**config.mk**
```make
export PLATFORM = sky130hd
export DESIGN_NAME = gtlc_front
export DESIGN_NICKNAME = d
export VERILOG_FILES = /design/src/rtl/assert_macros.svh /design/src/rtl/gtlc_pkg.sv /design/src/rtl/gtlc_fifo.sv /design/src/rtl/gtlc_front.sv
export SDC_FILE = /design/constraint.sdc
export NUM_CORES = 1
export LEC_CHECK = 0
export BUFFER_PORTS_ARGS = -buffer_cell sky130_fd_sc_hd__buf_2
export CORE_MARGIN = 3
export CORE_UTILIZATION = 52
export DETAILED_ROUTE_END_ITERATION = 12
export PLACE_DENSITY = 0.78
export SYNTH_ARGS = -nofsm -noshare
export SYNTH_HDL_FRONTEND = slang
export SYNTH_SLANG_ARGS = --single-unit
```
**constraint.sdc**
```tcl
create_clock -name i_clk -period 7.2 [get_ports i_clk]
set_input_delay 1.44 -clock i_clk [delete_from_list [all_inputs] [get_ports i_clk]]
set_output_delay 1.44 -clock i_clk [all_outputs]
set_load 0.01 [all_outputs]
```
**src/rtl/assert_macros.svh**
```systemverilog
// Assertion macros shared by the cache RTL.
// No dependencies; included by files that carry concurrent checks.
`ifndef ASSERT_MACROS_SVH
`define ASSERT_MACROS_SVH

// Implication checked at every rising edge outside reset.
`define ASSERT_IMPL(label, clk, rst_n, ante, cons, msg) \
    label: assert property (@(posedge clk) disable iff (!rst_n) (ante) |-> (cons)) \
        else $error(msg);

// Next-cycle implication checked outside reset.
`define ASSERT_NEXT(label, clk, rst_n, ante, cons, msg) \
    label: assert property (@(posedge clk) disable iff (!rst_n) (ante) |=> (cons)) \
        else $error(msg);

`endif

```
**src/rtl/gtlc_pkg.sv**
```systemverilog
// Shared types and constants of the LRU result cache.
// No dependencies; used by the core, front and back modules.
`timescale 1ns / 1ps
package gtlc_pkg;
    localparam int DEF_ENTRIES  = 64;
    localparam int DEF_KEY_BITS = 64;

    localparam int KEY_W   = 64;
    localparam int ACT_W   = 8;
    localparam int GEN_W   = 32;
    localparam int STAMP_W = 64;
    localparam int SLOT_W  = 6;
    localparam int OP_W    = 2;
    localparam int CFG_IDX_W  = 2;
    localparam int CFG_DATA_W = 32;

    localparam logic [OP_W-1:0] OP_LOOKUP = 2'd0;
    localparam logic [OP_W-1:0] OP_STORE  = 2'd1;
    localparam logic [OP_W-1:0] OP_CLEAR  = 2'd2;

    localparam logic [CFG_IDX_W-1:0] CFG_ENABLE = 2'd0;
    localparam logic [CFG_IDX_W-1:0] CFG_GEN    = 2'd1;

    typedef struct packed {
        logic              lookup;
        logic              store;
        logic              clear;
        logic [KEY_W-1:0]  key;
        logic [ACT_W-1:0]  action;
    } t_req;

    typedef struct packed {
        logic              hit;
        logic [ACT_W-1:0]  action;
        logic [SLOT_W-1:0] slot;
    } t_result;
endpackage

```
**src/rtl/gtlc_fifo.sv**
```systemverilog
// Two-word queue with registered storage.
// No dependencies.
`timescale 1ns / 1ps
module gtlc_fifo #(
    parameter int W = 8
) (
    input  logic         i_clk,
    input  logic         i_rst_n,
    input  logic         i_push,
    input  logic [W-1:0] i_data,
    output logic         o_full,
    input  logic         i_pop,
    output logic [W-1:0] o_data,
    output logic         o_empty
);
    logic [W-1:0] r_mem [2];
    logic         r_wr;
    logic         r_rd;
    logic [1:0]   r_cnt;
    logic         do_push;
    logic         do_pop;

    assign o_full  = (r_cnt == 2'd2);
    assign o_empty = (r_cnt == 2'd0);
    assign do_push = i_push && !o_full;
    assign do_pop  = i_pop && !o_empty;
    assign o_data  = r_mem[r_rd];

    always_ff @(posedge i_clk) begin
        if (do_push) begin
            r_mem[r_wr] <= i_data;
        end
        if (!i_rst_n) begin
            r_wr  <= 1'b0;
            r_rd  <= 1'b0;
            r_cnt <= 2'd0;
        end else begin
            if (do_push) begin
                r_wr <= ~r_wr;
            end
            if (do_pop) begin
                r_rd <= ~r_rd;
            end
            r_cnt <= r_cnt + {1'b0, do_push} - {1'b0, do_pop};
        end
    end
endmodule

```
**src/rtl/gtlc_front.sv**
```systemverilog
// Front end: decodes the operation, masks the key, queues the request.
// Depends on gtlc_pkg and gtlc_fifo.
`timescale 1ns / 1ps
module gtlc_front #(
    parameter int KEY_BITS = gtlc_pkg::DEF_KEY_BITS
) (
    input  logic                        i_clk,
    input  logic                        i_rst_n,
    input  logic                        push,
    output logic                        full,
    input  logic [gtlc_pkg::OP_W-1:0]   i_operation,
    input  logic [gtlc_pkg::KEY_W-1:0]  i_key,
    input  logic [gtlc_pkg::ACT_W-1:0]  i_store_action,
    input  logic                        i_pop,
    output gtlc_pkg::t_req              o_req,
    output logic                        o_empty
);
    localparam logic [gtlc_pkg::KEY_W-1:0] KEY_MASK =
        (gtlc_pkg::KEY_W'(1) << KEY_BITS) - gtlc_pkg::KEY_W'(1);

    gtlc_pkg::t_req req;
    logic [$bits(gtlc_pkg::t_req)-1:0] q_out;

    always_comb begin
        req.lookup = (i_operation == gtlc_pkg::OP_LOOKUP);
        req.store  = (i_operation == gtlc_pkg::OP_STORE);
        req.clear  = (i_operation == gtlc_pkg::OP_CLEAR);
        req.key    = i_key & KEY_MASK;
        req.action = i_store_action;
    end

    gtlc_fifo #(.W($bits(gtlc_pkg::t_req))) u_q (
        .i_clk   (i_clk),
        .i_rst_n (i_rst_n),
        .i_push  (push),
        .i_data  (req),
        .o_full  (full),
        .i_pop   (i_pop),
        .o_data  (q_out),
        .o_empty (o_empty)
    );

    assign o_req = gtlc_pkg::t_req'(q_out);
endmodule

```
# After elaboration in Yosys (flattened, before gate mapping)
# Memories as Yosys holds them, arrays and structs flattened. A register that Yosys moved wholly into a read port is not among the register bits.
# Index checks and enable logic that the tools add are counted.
[totals] ff_bits=4 latch_bits=0 mem_bits_rw=150 romBits=0 input_bits=78 out_inout_bits=77 word_cells=21 memories=1
[mem_list] memory="u_q.r_mem" words=2 word_bits=75 read_ports=1 rd_clocked_by_memory_dff=1 write_ports=1 line="gtlc_fifo.sv:16" rtl="logic [W-1:0] r_mem [2];"
[classes] add_sub_neg=2 mul=0 n_div=0 n_lt_le_gt_ge=0 n_eq_ne=3 n_shift=0 n_mux=4 bitwise=2 reduce_logical=6
[op_table] cell="$eq 2x2->1 const B" count=2
[op_table] cell="$logic_not 2->1" count=2
[op_table] cell="$mux 1" count=4
[op_table] cell="$add 2x1->2" count=1
[op_table] cell="$eq 2x1->1 const B" count=1
[op_table] cell="$logic_and 1x1->1" count=2
[op_table] cell="$logic_not 1->1" count=2
[op_table] cell="$not 1->1" count=2
[op_table] cell="$sub 2x1->2" count=1

# Longest topological paths before layout
[depth] depth_word=5 ltp_mapped=7 ltp_nobuf=7

# Modules after synthesis
# From an unflattened synthesis, not the netlist that was laid out.
[hier_totals] cells_unflattened=263 area_unflattened_um2=5866.9
[modules_own_cells] module="gtlc_fifo" n_inst=1 cells_per_inst=260 area_each_um2=5848.1
[modules_own_cells] module="gtlc_front" n_inst=1 cells_per_inst=3 area_each_um2=18.8

# Worst setup path before layout
# OpenSTA, ideal clock, no wires.
[synth_timing] kind="input to register" startpoint="input port push" endpoint="memory u_q.r_mem[0][0] (netlist name) (enable)" t_arrival_ns=4.925 slack_ns=1.757 cell_stages=2 path_cell_list="and2_1 > nor2b_1"
[synth_between] elab_chain_len=3
[synth_lines] item="start, declared" line="gtlc_front.sv:9" rtl="input logic push,"
[synth_lines] item="$logic_and 1x1->1" line="gtlc_fifo.sv:25" rtl="assign do_push = i_push && !o_full;"
[synth_lines] item="$mux 1" line="gtlc_fifo.sv:30" rtl="if (do_push) begin"
[synth_lines] item="$mux 1 (not written as such)" line="gtlc_fifo.sv:31" rtl="r_mem[r_wr] <= i_data;"
[synth_lines] item="end, declared" line="gtlc_fifo.sv:16"
# Every way passes these cells.

==> summary.txt <==
input/output buffers: 154
mux cell area share after synthesis: 0.1758
final worst path period share: 0.5299
worst slew margin relative to its limit: 0.3130
via density per instance: 4.972
CTS root buffer: sky130_fd_sc_hd__clkbuf_16
clock-pin slew on the worst setup and hold paths: 0.05 ns
largest clock skew in the final design: 0.004822 ns
share of the synthesized area in compound gates (AO/OA/AOI/OAI): 0.002131
post-cts sizing count: 0
most instantiated flip-flop cell in the synthesis netlist: sky130_fd_sc_hd__edfxtp_1
Std-Cell Core Area: 0.01094 mm2
clock tree from TritonCTS: done
number of antenna cells inserted: 0
number of clock buffers inserted by TritonCTS: 17
final global-route overflow total: 0
synthesized netlist cell count: 262
ratio of cells with drive above 1 in the final layout: 0.5900
Area growth, synth to finish: 25.68%
P_leak: 2.881 nW
wire length after detailed routing: 9721 um
CP max FO: 52
initial DRC count: 133
drc violations: 0
portion of synthesized cell area occupied by the leading cell type: 0.7671
transition time of the tightest slew-check pin: 1.030 ns
proportion of synthesized chip area in sequential cells: 0.7841
final hold vios: 0
library cell with the highest instance count after synthesis: sky130_fd_sc_hd__edfxtp_1
initial antenna violation count: 1
Post-synth EDFFs: 150
Netlist cell types: 18
leading cell types by count after synthesis: sky130_fd_sc_hd__edfxtp_1 (150), sky130_fd_sc_hd__mux2_4 (50), sky130_fd_sc_hd__mux2_2 (25)
number of search-and-repair iterations in the first detailed-routing pass: 4
std cell rows: 38
area share of fa/ha/maj cells after synthesis: 0.004262
routability congestion estimate from global placement: 0.6880
delay of the slowest cell on the worst path: 0.73 ns
xor and xnor fraction of the mapped netlist area: 0.004475
main combinational cell family by area after synthesis: multiplexers
RSZ-0062 raised after global routing: no
leading area contributor after synthesis: sky130_fd_sc_hd__edfxtp_1
pin count of the biggest net entering global routing: 76
Max Buffers Root-to-Sink: 2
Tmin final: 3.815 ns
pins over their slew limit: 0
detailed-route wire length per cell: 16.79 um
overall global routing resource usage: 0.1585
Cell Pwr Density: 379.2 mW/mm2
hold-fix buffer count after cts: 0
post-synthesis simple-gate area fraction: 0.01406
worst skew pair latency: 0.40 ns
finished layout cell area: 0.007380 mm2
number of levels the H-tree was split into: 4
cell at the slowest stage of the critical path: sky130_fd_sc_hd__buf_4
worst hold slack after final layout: 0.5414 ns
count of boundary I/O pins: 155
kind of critical path: reg2out
ys async rst share: 0
final net count: 509
max_cap viols: 0
count of state elements after synthesis: 155
syn_nets: 342
setup tns final: 0 ns
worst-case vdd ir drop: 0.2357 mV
global-route wire length before repair: 15170 um
Final HPWL DP: 6348 um
number of fillers in the final layout: 756
cell-by-cell trace of the critical path: buf_4 -> mux2_2 -> buf_2
post-CTS setup buffers: 0
number of global-route vias before repair: 3071
worst min-delay path class: reg2reg
die area: 0.01260 mm2
largest cells by area after synthesis: sky130_fd_sc_hd__edfxtp_1 (77%), sky130_fd_sc_hd__mux2_4 (13%), sky130_fd_sc_hd__mux2_2 (4.8%), sky130_fd_sc_hd__dfxtp_1 (1.7%), sky130_fd_sc_hd__buf_6 (1.2%)
width of the die: 112.3 um
crit path capture type: primary output
area of placed instances: 0.006771 mm2
final antenna-violating net count: 0
data required time at the worst endpoint: 5.76 ns
Starting Density: 0.5370
Yosys warning count: 0
CTS Sinks: 155
number of setup violations in the final report: 0
nature of the critical path startpoint: flip-flop
via count: 2879
die height: 112.3 um
Mapped Avg Cell Area: 22.41 um2
maximum clock rate: 0.2621 GHz
summed instance area of the synthesized netlist: 0.005872 mm2
result of the run: complete, no violations
worst endpoint data arrival time: 2.38 ns
==> worst max-delay path, delay by kind of cell, from the launching register on <==
kind / cells / cell delay [ns]
buffers and inverters: 2 / 0.87
multiplexers: 1 / 0.42
flip-flops: 1 / 0.61
==> cell type report <==
cell class	instances	area, um2	area share
inverter	3	11.26	0.001526
sequential	155	4608	0.6244
clock inverter	10	175.2	0.02374
tap	140	175.2	0.02374
multi-input combinational	96	1191	0.1614
clock buffer	19	432.9	0.05866
timing repair buffer	156	785.8	0.1065
==> worst paths after layout <==
check | from | end | slack [ns] | cells past startpoint
worst min register to register | u_q.r_rd | u_q.r_rd | 0.54 | 2
worst max register to register | u_q.r_cnt[0] | u_q.r_mem[0][71] | 4.59 | 4
worst max-delay path | flip-flop | o_req[3] | 3.38 | 3
worst min-delay path | u_q.r_rd | u_q.r_rd | 0.54 | 2
==> power breakdown <==
part	switching, mW	internal (mW)	leakage (nW)	total, mW
Sequential	0.0589	1.15	1.44	1.21
Combinational	0.318	0.354	1.14	0.672
Clock	0.312	0.605	0.294	0.917
Total	0.689	2.11	2.88	2.80
==> kinds of logic (layout without fill, tap and decap cells) <==
family	Yosys count	in the layout
AOI/OAI and AO/OA	2	2
adders and majority gates	2	2
muxes	75	75
xor gates and xnor gates	3	3
and+or+nand+nor	14	14
DFF	155	155
buffers and inverters	11	188
==> layout by cell type (no fill, tap or decap) <==
cell                         instances
sky130_fd_sc_hd__and2_1              3
sky130_fd_sc_hd__and3_4              1
sky130_fd_sc_hd__buf_2             154
sky130_fd_sc_hd__buf_4               2
sky130_fd_sc_hd__bufinv_16           5
sky130_fd_sc_hd__clkbuf_1            2
sky130_fd_sc_hd__clkbuf_16          17
sky130_fd_sc_hd__clkinv_1            2
sky130_fd_sc_hd__clkinv_2            2
sky130_fd_sc_hd__clkinvlp_4          1
sky130_fd_sc_hd__dfxtp_1             4
sky130_fd_sc_hd__dfxtp_4             1
sky130_fd_sc_hd__edfxtp_1          150
sky130_fd_sc_hd__ha_1                2
sky130_fd_sc_hd__inv_1               3
sky130_fd_sc_hd__mux2_2             25
sky130_fd_sc_hd__mux2_4             50
sky130_fd_sc_hd__nand2_1             1
sky130_fd_sc_hd__nand2b_1            1
sky130_fd_sc_hd__nand4b_1            1
sky130_fd_sc_hd__nor2_1              2
sky130_fd_sc_hd__nor2b_1             4
sky130_fd_sc_hd__nor2b_4             1
sky130_fd_sc_hd__o21a_1              1
sky130_fd_sc_hd__o21ai_0             1
sky130_fd_sc_hd__xnor2_1             3
==> registers in the layout (all words and copies together) (netlist names), named ones only <==
| register | flops |
|---|---|
| u_q.r_rd | 1 |
| u_q.r_mem | 150 |
| u_q.r_cnt | 2 |
| u_q.r_wr | 1 |
==> routing by layer <==
metal	up-vias	track usage	wire, um
li1	1368	-	-
met1	1399	0.1870	3864
met2	98	0.2626	5144
met3	12	0.05876	630
met4	2	0.06811	74
met5	-	0	7
==> stage by stage <==
stage | power [mW] | util | worst slack (ns) | std cells
2_1_floorplan | 1.696 | - | 1.757 | 262
3_3_place_gp | 1.892 | 0.6192 | 3.631 | 550
3_5_place_dp | 1.912 | 0.6192 | 3.539 | 550
4_1_cts | 2.833 | 0.6748 | 3.340 | 579
5_1_grt | 2.927 | 0.6748 | 3.261 | 579
6_report | 2.798 | 0.6748 | 3.385 | 579
Power figures use the tool's default switching activity.
