`config.mk`:
```
export PLATFORM = sky130hd
export DESIGN_NAME = gtlc_fifo
export DESIGN_NICKNAME = d
export VERILOG_FILES = /design/src/rtl/assert_macros.svh /design/src/rtl/gtlc_fifo.sv
export SDC_FILE = /design/constraint.sdc
export NUM_CORES = 1
export LEC_CHECK = 0
export ABC_AREA = 0
export ABC_CLOCK_PERIOD_IN_PS = 3740
export BUFFER_PORTS_ARGS = -buffer_cell sky130_fd_sc_hd__buf_2
export CELL_PAD_IN_SITES_DETAIL_PLACEMENT = 0
export CELL_PAD_IN_SITES_GLOBAL_PLACEMENT = 1
export CORE_UTILIZATION = 30
export DETAILED_ROUTE_END_ITERATION = 8
export GPL_TIMING_DRIVEN = 0
export PLACE_DENSITY = 0.56
export SLEW_MARGIN = 25
export SYNTH_ARGS = -nofsm -noshare
export SYNTH_HDL_FRONTEND = slang
export SYNTH_SLANG_ARGS = --single-unit
```
`constraint.sdc`:
```
create_clock -name i_clk -period 3.74 [get_ports i_clk]
set_clock_uncertainty 0.1 [all_clocks]
set_input_delay 0.187 -clock i_clk [delete_from_list [all_inputs] [get_ports i_clk]]
set_output_delay 0.187 -clock i_clk [all_outputs]
set_load 0.05 [all_outputs]
```
`src/rtl/assert_macros.svh`:
```
// Assertion macros shared by the cache RTL.
// No dependencies; included by files that carry concurrent checks.
`ifndef ASSERT_MACROS_SVH
`define ASSERT_MACROS_SVH

// Implication checked at every rising edge outside reset.
`define ASSERT_IMPL(label, clk, rst_n, ante, cons, msg) \
    label: assert property (@(posedge clk) disable iff (!rst_n) (ante) |-> (cons)) \
        else $error(msg);

// Next-cycle implication checked outside reset.
`define ASSERT_NEXT(label, clk, rst_n, ante, cons, msg) \
    label: assert property (@(posedge clk) disable iff (!rst_n) (ante) |=> (cons)) \
        else $error(msg);

`endif

```
`src/rtl/gtlc_fifo.sv`:
```
// Two-word queue with registered storage.
// No dependencies.
`timescale 1ns / 1ps
module gtlc_fifo #(
    parameter int W = 8
) (
    input  logic         i_clk,
    input  logic         i_rst_n,
    input  logic         i_push,
    input  logic [W-1:0] i_data,
    output logic         o_full,
    input  logic         i_pop,
    output logic [W-1:0] o_data,
    output logic         o_empty
);
    logic [W-1:0] r_mem [2];
    logic         r_wr;
    logic         r_rd;
    logic [1:0]   r_cnt;
    logic         do_push;
    logic         do_pop;

    assign o_full  = (r_cnt == 2'd2);
    assign o_empty = (r_cnt == 2'd0);
    assign do_push = i_push && !o_full;
    assign do_pop  = i_pop && !o_empty;
    assign o_data  = r_mem[r_rd];

    always_ff @(posedge i_clk) begin
        if (do_push) begin
            r_mem[r_wr] <= i_data;
        end
        if (!i_rst_n) begin
            r_wr  <= 1'b0;
            r_rd  <= 1'b0;
            r_cnt <= 2'd0;
        end else begin
            if (do_push) begin
                r_wr <= ~r_wr;
            end
            if (do_pop) begin
                r_rd <= ~r_rd;
            end
            r_cnt <= r_cnt + {1'b0, do_push} - {1'b0, do_pop};
        end
    end
endmodule

```
# Yosys cells after proc, flatten, opt, wreduce, memory -nomap -nowiden
# Memories as Yosys holds them, arrays and structs flattened. A register that Yosys moved wholly into a read port is not among the register bits.
# Cells that the tools add are included.
dict set report word_totals {
  memories 1
  mem_bits_rw 16
  wordCells 18
  output_inout_bits 10
  regBits 4
}
# memory depth word_bits read_ports rd_ports_with_merged_regs wr line
set memory_table {}
lappend memory_table {r_mem 2 8 1 1 1 gtlc_fifo.sv:16} ;# logic [W-1:0] r_mem [2];
dict set report classes {
  bitwise_logic 2
  addsub 2
  eq_ne 1
  reduce_logical 5
  muxes 4
}
# op n
set op_table {}
lappend op_table {{$mux 1} 4}
lappend op_table {{$add 2x1->2} 1}
lappend op_table {{$eq 2x2->1 const B} 1}
lappend op_table {{$logic_and 1x1->1} 2}
lappend op_table {{$logic_not 1->1} 2}
lappend op_table {{$logic_not 2->1} 1}
lappend op_table {{$not 1->1} 2}
lappend op_table {{$sub 2x1->2} 1}

# Logic depth before layout (Yosys ltp)
# Gate-level depths: netlist of the first run.
dict set report depth {
  depth_word 5
  ltp_mapped 8
  mapped_depth_nobuf 8
}

# Worst setup path before layout of the first run
# Ideal clock, no wire load.
dict set report synth_timing {
  kind {register to register}
  from {register r_cnt[0]}
  to {register r_cnt[1]}
  n_path_buf 0
  setup_ns 0.078
  slack_ns 2.095
  path_stages_with_launch 9
  arrival_ns 1.467
  period_less_slack_ns 1.645
  path_cell_list {dfxtp_1 nand2b_1 nand2_1 ha_1 inv_1 ha_1 xor2_1 and2_2 nor3_1}
}
dict set report synth_between {
  elab_chain_len 5
}
# element line
set synth_rtl {}
lappend synth_rtl {{from (decl)} gtlc_fifo.sv:19} ;# logic [1:0] r_cnt;
lappend synth_rtl {{from (signal assigned)} gtlc_fifo.sv:44} ;# r_cnt <= r_cnt + {1'b0, do_push} - {1'b0, do_pop};
lappend synth_rtl {{$eq 2x2->1} gtlc_fifo.sv:23} ;# assign o_full = (r_cnt == 2'd2);
lappend synth_rtl {{$logic_not 1->1} gtlc_fifo.sv:25} ;# assign do_push = i_push && !o_full;
lappend synth_rtl {{$logic_and 1x1->1} gtlc_fifo.sv:25}
lappend synth_rtl {{$add 2x1->2} gtlc_fifo.sv:44}
lappend synth_rtl {{$sub 2x1->2 (*)} gtlc_fifo.sv:44}
# Mark *: on every way between the ends. The rest lies on a longest branch, timed or not.
# A chain may end at the register's enable or synchronous reset.

# Worst setup path in the final report of the first run
# Same ends and word-level chain as after synthesis.

==> results of run 1 <==
[cells in the final DEF, fill, tap and decap left out, types with 3 or more instances in the layout]
| cell | n |
|---|---|
| mux2_2 | 8 |
| nor2_1 | 5 |
| edfxtp_1 | 16 |
| buf_2 | 22 |
| clkbuf_4 | 3 |
| dfxtp_1 | 5 |
| inv_1 | 3 |
| dlygate4sd3_1 | 8 |
[final cells by class]
cell class | instances | area [um2] | share of cell area [%]
sequential | 21 | 581 | 54.7
multi-input combinational | 27 | 215 | 20.3
timing repair buffer | 29 | 185 | 17.5
tap | 30 | 37.5 | 3.54
clock buffer | 4 | 26.3 | 2.48
inverter | 3 | 11.3 | 1.06
buffer | 1 | 5.00 | 0.472
[critical path, stage by stage (launching register included)]
cell and delay, ns:
dfxtp_1 0.38, nand2b_1 0.16, nand2_1 0.12, ha_1 0.29, inv_1 0.04, ha_1 0.18, xor2_1 0.15, and2_2 0.18
nor3_1 0.11
[sequential cells by signal (all words and copies together) (netlist names), named ones only]
| signal | count |
|---|---|
| r_mem | 16 |
| r_rd | 1 |
| r_wr | 1 |
| r_cnt | 2 |
[layer usage]
| metal | wire, um | track usage, % |
|---|---|---|
| met5 | 0 | 0 |
| met4 | 11 | 6.41 |
| met3 | 74 | 2.54 |
| met2 | 589 | 16.0 |
| met1 | 589 | 12.5 |
[how the worst min path moves through the flow]
stage | endpoint | slack, ns | depth (start not counted)
3_3_place_gp | r_mem[1][0]$_DFFE_PP_ | 0.28 | 1
3_5_place_dp | r_mem[1][6]$_DFFE_PP_ | 0.28 | 1
5_1_grt | r_cnt[0]$_SDFF_PN0_ | 0.05 | 2
2_1_floorplan | r_mem[0][0]$_DFFE_PP_ | 0.19 | 0
6_report | r_cnt[0]$_SDFF_PN0_ | 0.04 | 2
4_1_cts | r_cnt[0]$_SDFF_PN0_ | 0.03 | 2
[through the flow]
step | power [mW] | cells | setup WS, ns | hold WS [ns] | util (%)
CTS | 0.786 | 115 | 1.95 | 0.0348 | 42.1
global route | 0.821 | 115 | 1.83 | 0.0473 | 42.1
global placement | 0.673 | 103 | 2.00 | 0.276 | 37.8
finish | 0.775 | 115 | 1.96 | 0.0373 | 42.1
floorplan | 0.604 | 52 | 2.09 | 0.186 | -
detailed placement | 0.675 | 103 | 1.96 | 0.280 | 37.8
[power by group]
part           internal [mW]  total, mW  switching [mW]
registers              0.305      0.325          0.0199
logic                  0.108      0.348           0.240
clock network         0.0414      0.103          0.0611
[cell families (layout without fill, tap and decap cells)]
group / count (synthesis) / after routing / synth area share (%)
DFF: 21 / 21 / 71.5
buffers and inverters: 4 / 37 / 2.00
xor gates and xnor gates: 2 / 2 / 2.16
AOI/OAI and AO/OA: 1 / 1 / 1.08
muxes: 9 / 9 / 12.3
adders and majority gates: 2 / 2 / 3.08
and+or+nand+nor: 13 / 13 / 7.86
==> run metrics, run 1 <==
Routed Antenna Nets=0; max-cap violations=0; endpoint type of the worst setup path=flip-flop; Static Leak=0.445 nW; fmax=561 MHz; gr usage total=10.2%; Post-CTS Resized=0; DR iter-0 viols=3; final instance area=1060 um2; DRC=0; diode count=0; vias per cell=4.25; Max-slew headroom=53.2%; RePlAce Congestion=0.638; Die H=54.0 um; Worst R2R Setup Slack=1.96 ns; Reg clk slew, reported paths=0.11 ns; synthesized flop and latch total=21; CTS tree=yes; vias post-DR=489; Die ar.=2920 um2; Final Hold Vio Count=0; Worst Setup EP=r_cnt[1]$_SDFF_PN0_; Tmin final=1.78 ns; power per standard cell area=730 nW/um2; area grow syn2layout=30.7%; share of cells above drive strength 1=41.2%; syn nets=66; crit path from=r_cnt[0]$_SDFF_PN0_; fill cell count=251; crit share post-route=47.6%; Clock Latency Late Sink=0.29 ns; TritonCTS buffer count=3; status=complete, no violations; worst path required time=3.87 ns; DP HPWL=882 um; vias in the first global route=478; clock tree buffer depth=2; H-tree depth=1; Clock Sinks=21; Min-Delay Startpoint=i_rst_n; top-area cell type share of the netlist area=59.2%; Peak VDD IR=0.363 mV; Ys Warns=0; sequential area share after synthesis=71.5%; Worst R2R End=r_cnt[1]$_SDFF_PN0_; Synth area leaders=edfxtp_1, dfxtp_1, mux2_2; cell depth of the worst flop-to-flop path=8; final setup vio count=0; post-synthesis area per instance=15.6 um2; EDFF count, synth=16; port bufs=21; Top FF cell, synth=edfxtp_1; Reg2Reg Launch Point=r_cnt[0]$_SDFF_PN0_; antenna violations before repair=0; Cell Area, Placed=955 um2; IO Pins=22; clk root buf=clkbuf_4; Cell Rows=18; post-synthesis cell area=812 um2; Initial Util=32.2%; largest net degree at the start of global routing=12; global route total overflow=0; most frequent cell after synthesis=edfxtp_1; Avg WL per Cell=11.0 um; setup TNS=0 ns; first-pass GRT wire length=2000 um; Die W=54.0 um; asr flop ratio synth=0%; kind of critical path=reg -> reg; synthesized instance count=52; CP Launch Type=flip-flop; first drt pass iteration count=4; count of pins over their slew limit=0; Setup Fix Bufs, Post-CTS=0; core area=2520 um2; RSZ-0062 raised after global routing=no; Synth area leader=edfxtp_1; WL final=1270 um; Hold Path Class=in -> reg; Total Nets Final=100; commonest cells in the netlist=edfxtp_1, mux2_2, dfxtp_1, nor2_1, inv_1; critical-path maximum fanout=4; hold-fix buffers at CTS=8; Cell variety after synth=17; Arr. time, crit path=1.91 ns; Worst Tran Pin Value=0.700 ns
(Power assumes the default switching activity.)
==> run 2: changes to the inputs <==
Settings changed: ABC_CLOCK_PERIOD_IN_PS 3740 to 1800.
Clock period 3.74 ns to 1.8 ns, I/O delays scaled along.
==> run metrics, run 2 (same netlist as run 1, synthesis figures left out) <==
status=complete, but fails checks; failing checks=hold timing; Hold Path Class=in -> reg; antenna violations before repair=0 (unchanged); fmax=578 MHz (+3.0%); Total Nets Final=101 (+1.0%); crit path from=r_cnt[1]$_SDFF_PN0_; max-cap violations=0 (unchanged); most common cell after layout, fill and taps aside=buf_2; Cell Rows=18 (unchanged); Arr. time, crit path=1.85 ns (-0.06 ns); port bufs=21 (unchanged); diode count=0 (unchanged); Critical Path, Cell by Cell=o21a_4 > ha_1 > inv_1 > ha_1 > xor2_1 > and2_2 > nor3_1; Clock Latency Late Sink=0.29 ns (about the same); largest net degree at the start of global routing=12 (unchanged); H-tree depth=1 (unchanged); crit share post-route=96.1% (+48 points); power per standard cell area=1520 nW/um2 (+110%); endpoint type of the worst setup path=flip-flop; IO Pins=22 (unchanged); worst path required time=1.92 ns (-1.95 ns); register name with the most flops=r_mem; clock tree buffer depth=2 (unchanged); CP delay by family, top=adder cells; area occupied by multi-input gates=231 um2 (+7.6%); vias per cell=4.25 (about the same); most used cell, CP=ha_1; Die H=54.0 um (unchanged); final instance area=1090 um2 (+2.9%); worst hold slack=-0.00252 ns (-0.0398 ns); DR iter-0 viols=3 (unchanged); DRC=0 (unchanged); CP bufs+invs=1 (unchanged); clk root buf=clkbuf_4; Worst R2R End=r_cnt[1]$_SDFF_PN0_; dpl cells=103 (unchanged); Tmin final=1.73 ns (-0.0517 ns); critical-path maximum fanout=5 (+1); Reg2Reg Launch Point=r_cnt[1]$_SDFF_PN0_; CP max stage delay=0.38 ns (about the same); max FFs per register=16 (unchanged); count of pins over their slew limit=0 (unchanged); fill cell count=249 (-0.80%); core area=2520 um2 (unchanged); TritonCTS buffer count=3 (unchanged); RePlAce Congestion=0.638 (unchanged); Final Instance Count excl. Fillers=116 (+0.87%); DP HPWL=882 um (unchanged); WHS Path Cells=3 (+1); global route total overflow=0 (unchanged); first-pass GRT wire length=2000 um (unchanged); commonest cells after routing, fill and taps aside=buf_2, edfxtp_1, dlygate4sd3_1; final setup vio count=0 (unchanged); WHS Endpoint=r_wr$_SDFFE_PN0P_; vias in the first global route=478 (unchanged); Peak VDD IR=0.760 mV (+110%); slowest library cell on the worst path=dfxtp_4; Min-Delay Startpoint=i_push; final core occ=43.3% (+1.2 points); CP Launch Type=flip-flop; Die ar.=2920 um2 (unchanged); cell depth of the worst flop-to-flop path=7 (-1); Reg clk slew, reported paths=0.11 ns (about the same); Avg WL per Cell=11.1 um (+1.2%); Final Hold Vio Count=1 (+1); vias post-DR=493 (+0.82%); Static Leak=0.454 nW (+2.2%); gr usage total=10.2% (unchanged); Routed Antenna Nets=0 (unchanged); Worst Tran Pin Value=0.706 ns (+0.00628 ns); WL final=1290 um (+2.1%); share of cells above drive strength 1=45.3% (+4.2 points); Max-slew headroom=52.7% (-0.42 points); Worst R2R Setup Slack=0.07 ns (-1.89 ns); Clock Sinks=21 (unchanged); area grow syn2layout=34.5%; CTS tree=yes; Setup Fix Bufs, Post-CTS=0 (unchanged); Cell Area, Placed=955 um2 (unchanged); Regs by FF count=r_mem x16, r_cnt x2; kind of critical path=reg -> reg; first drt pass iteration count=4 (unchanged); FF+latch area=586 um2 (+0.86%); Die W=54.0 um (unchanged); Initial Util=32.2% (unchanged); Critical Path Stages=7 (-1)
## run 2: worst register-to-register path, delay by kind of cell (launching register included)
kind	cells	cell delay, ns
flip-flops	1	0.38
AND/OR/NAND/NOR	2	0.30
adder cells (fa/ha/maj)	2	0.47
XOR/XNOR	1	0.15
AO/OA/AOI/OAI	1	0.22
buffers and inverters	1	0.05
## run 2: layout make-up
cell class / instances / area share [%]
Sequential cell: 21 / 53.6
Tap cell: 30 / 3.44
Multi-Input combinational cell: 27 / 21.2
Clock buffer: 4 / 2.41
Buffer: 1 / 0.458
Inverter: 3 / 1.03
Timing Repair Buffer: 30 / 17.9
## run 2: through the flow
step / setup WS [ns] / power [mW] / TNS [ns]
after CTS: 0.0131 / 1.63 / 0
after floorplan: 0.155 / 1.25 / 0
after global routing: -0.0206 / 1.75 / -0.0206
after global placement: 0.0563 / 1.40 / 0
after detailed placement: 0.0233 / 1.40 / 0
final: 0.0699 / 1.66 / 0
## run 2: worst max-delay path by stage
stage,end,slack [ns]
floorplan,r_cnt[1]$_SDFF_PN0_,0.15
global placement,r_cnt[1]$_SDFF_PN0_,0.06
detailed placement,r_cnt[1]$_SDFF_PN0_,0.02
CTS,r_cnt[1]$_SDFF_PN0_,0.01
global route,r_cnt[1]$_SDFF_PN0_,-0.02
finish,r_cnt[1]$_SDFF_PN0_,0.07
## run 2: report_power, final
group / internal, mW / leakage, nW / total, mW / switching (mW)
combinational: 0.246 / 0.248 / 0.750 / 0.504
sequential: 0.642 / 0.192 / 0.693 / 0.0511
clock: 0.0861 / 0.0150 / 0.214 / 0.127
total: 0.974 / 0.454 / 1.66 / 0.683
## run 2: routing by layer
layer / up-vias / track usage (%) / routed length [um] / part of all wire [%]
met5: - / 0 / 0 / 0
met4: 0 / 6.41 / 14 / 1.1
met3: 2 / 2.54 / 73 / 5.7
met2: 17 / 16.0 / 603 / 47
met1: 223 / 12.5 / 600 / 46
li1: 251 / - / - / -
## run 2: what timing repair did
item | 4_1_cts | 5_1_grt
resized for setup | 0 | 6
hold endpoints to repair | 21 | 0
endpoints found under the setup margin | 0 | 9
hold buffers | 9 | 0
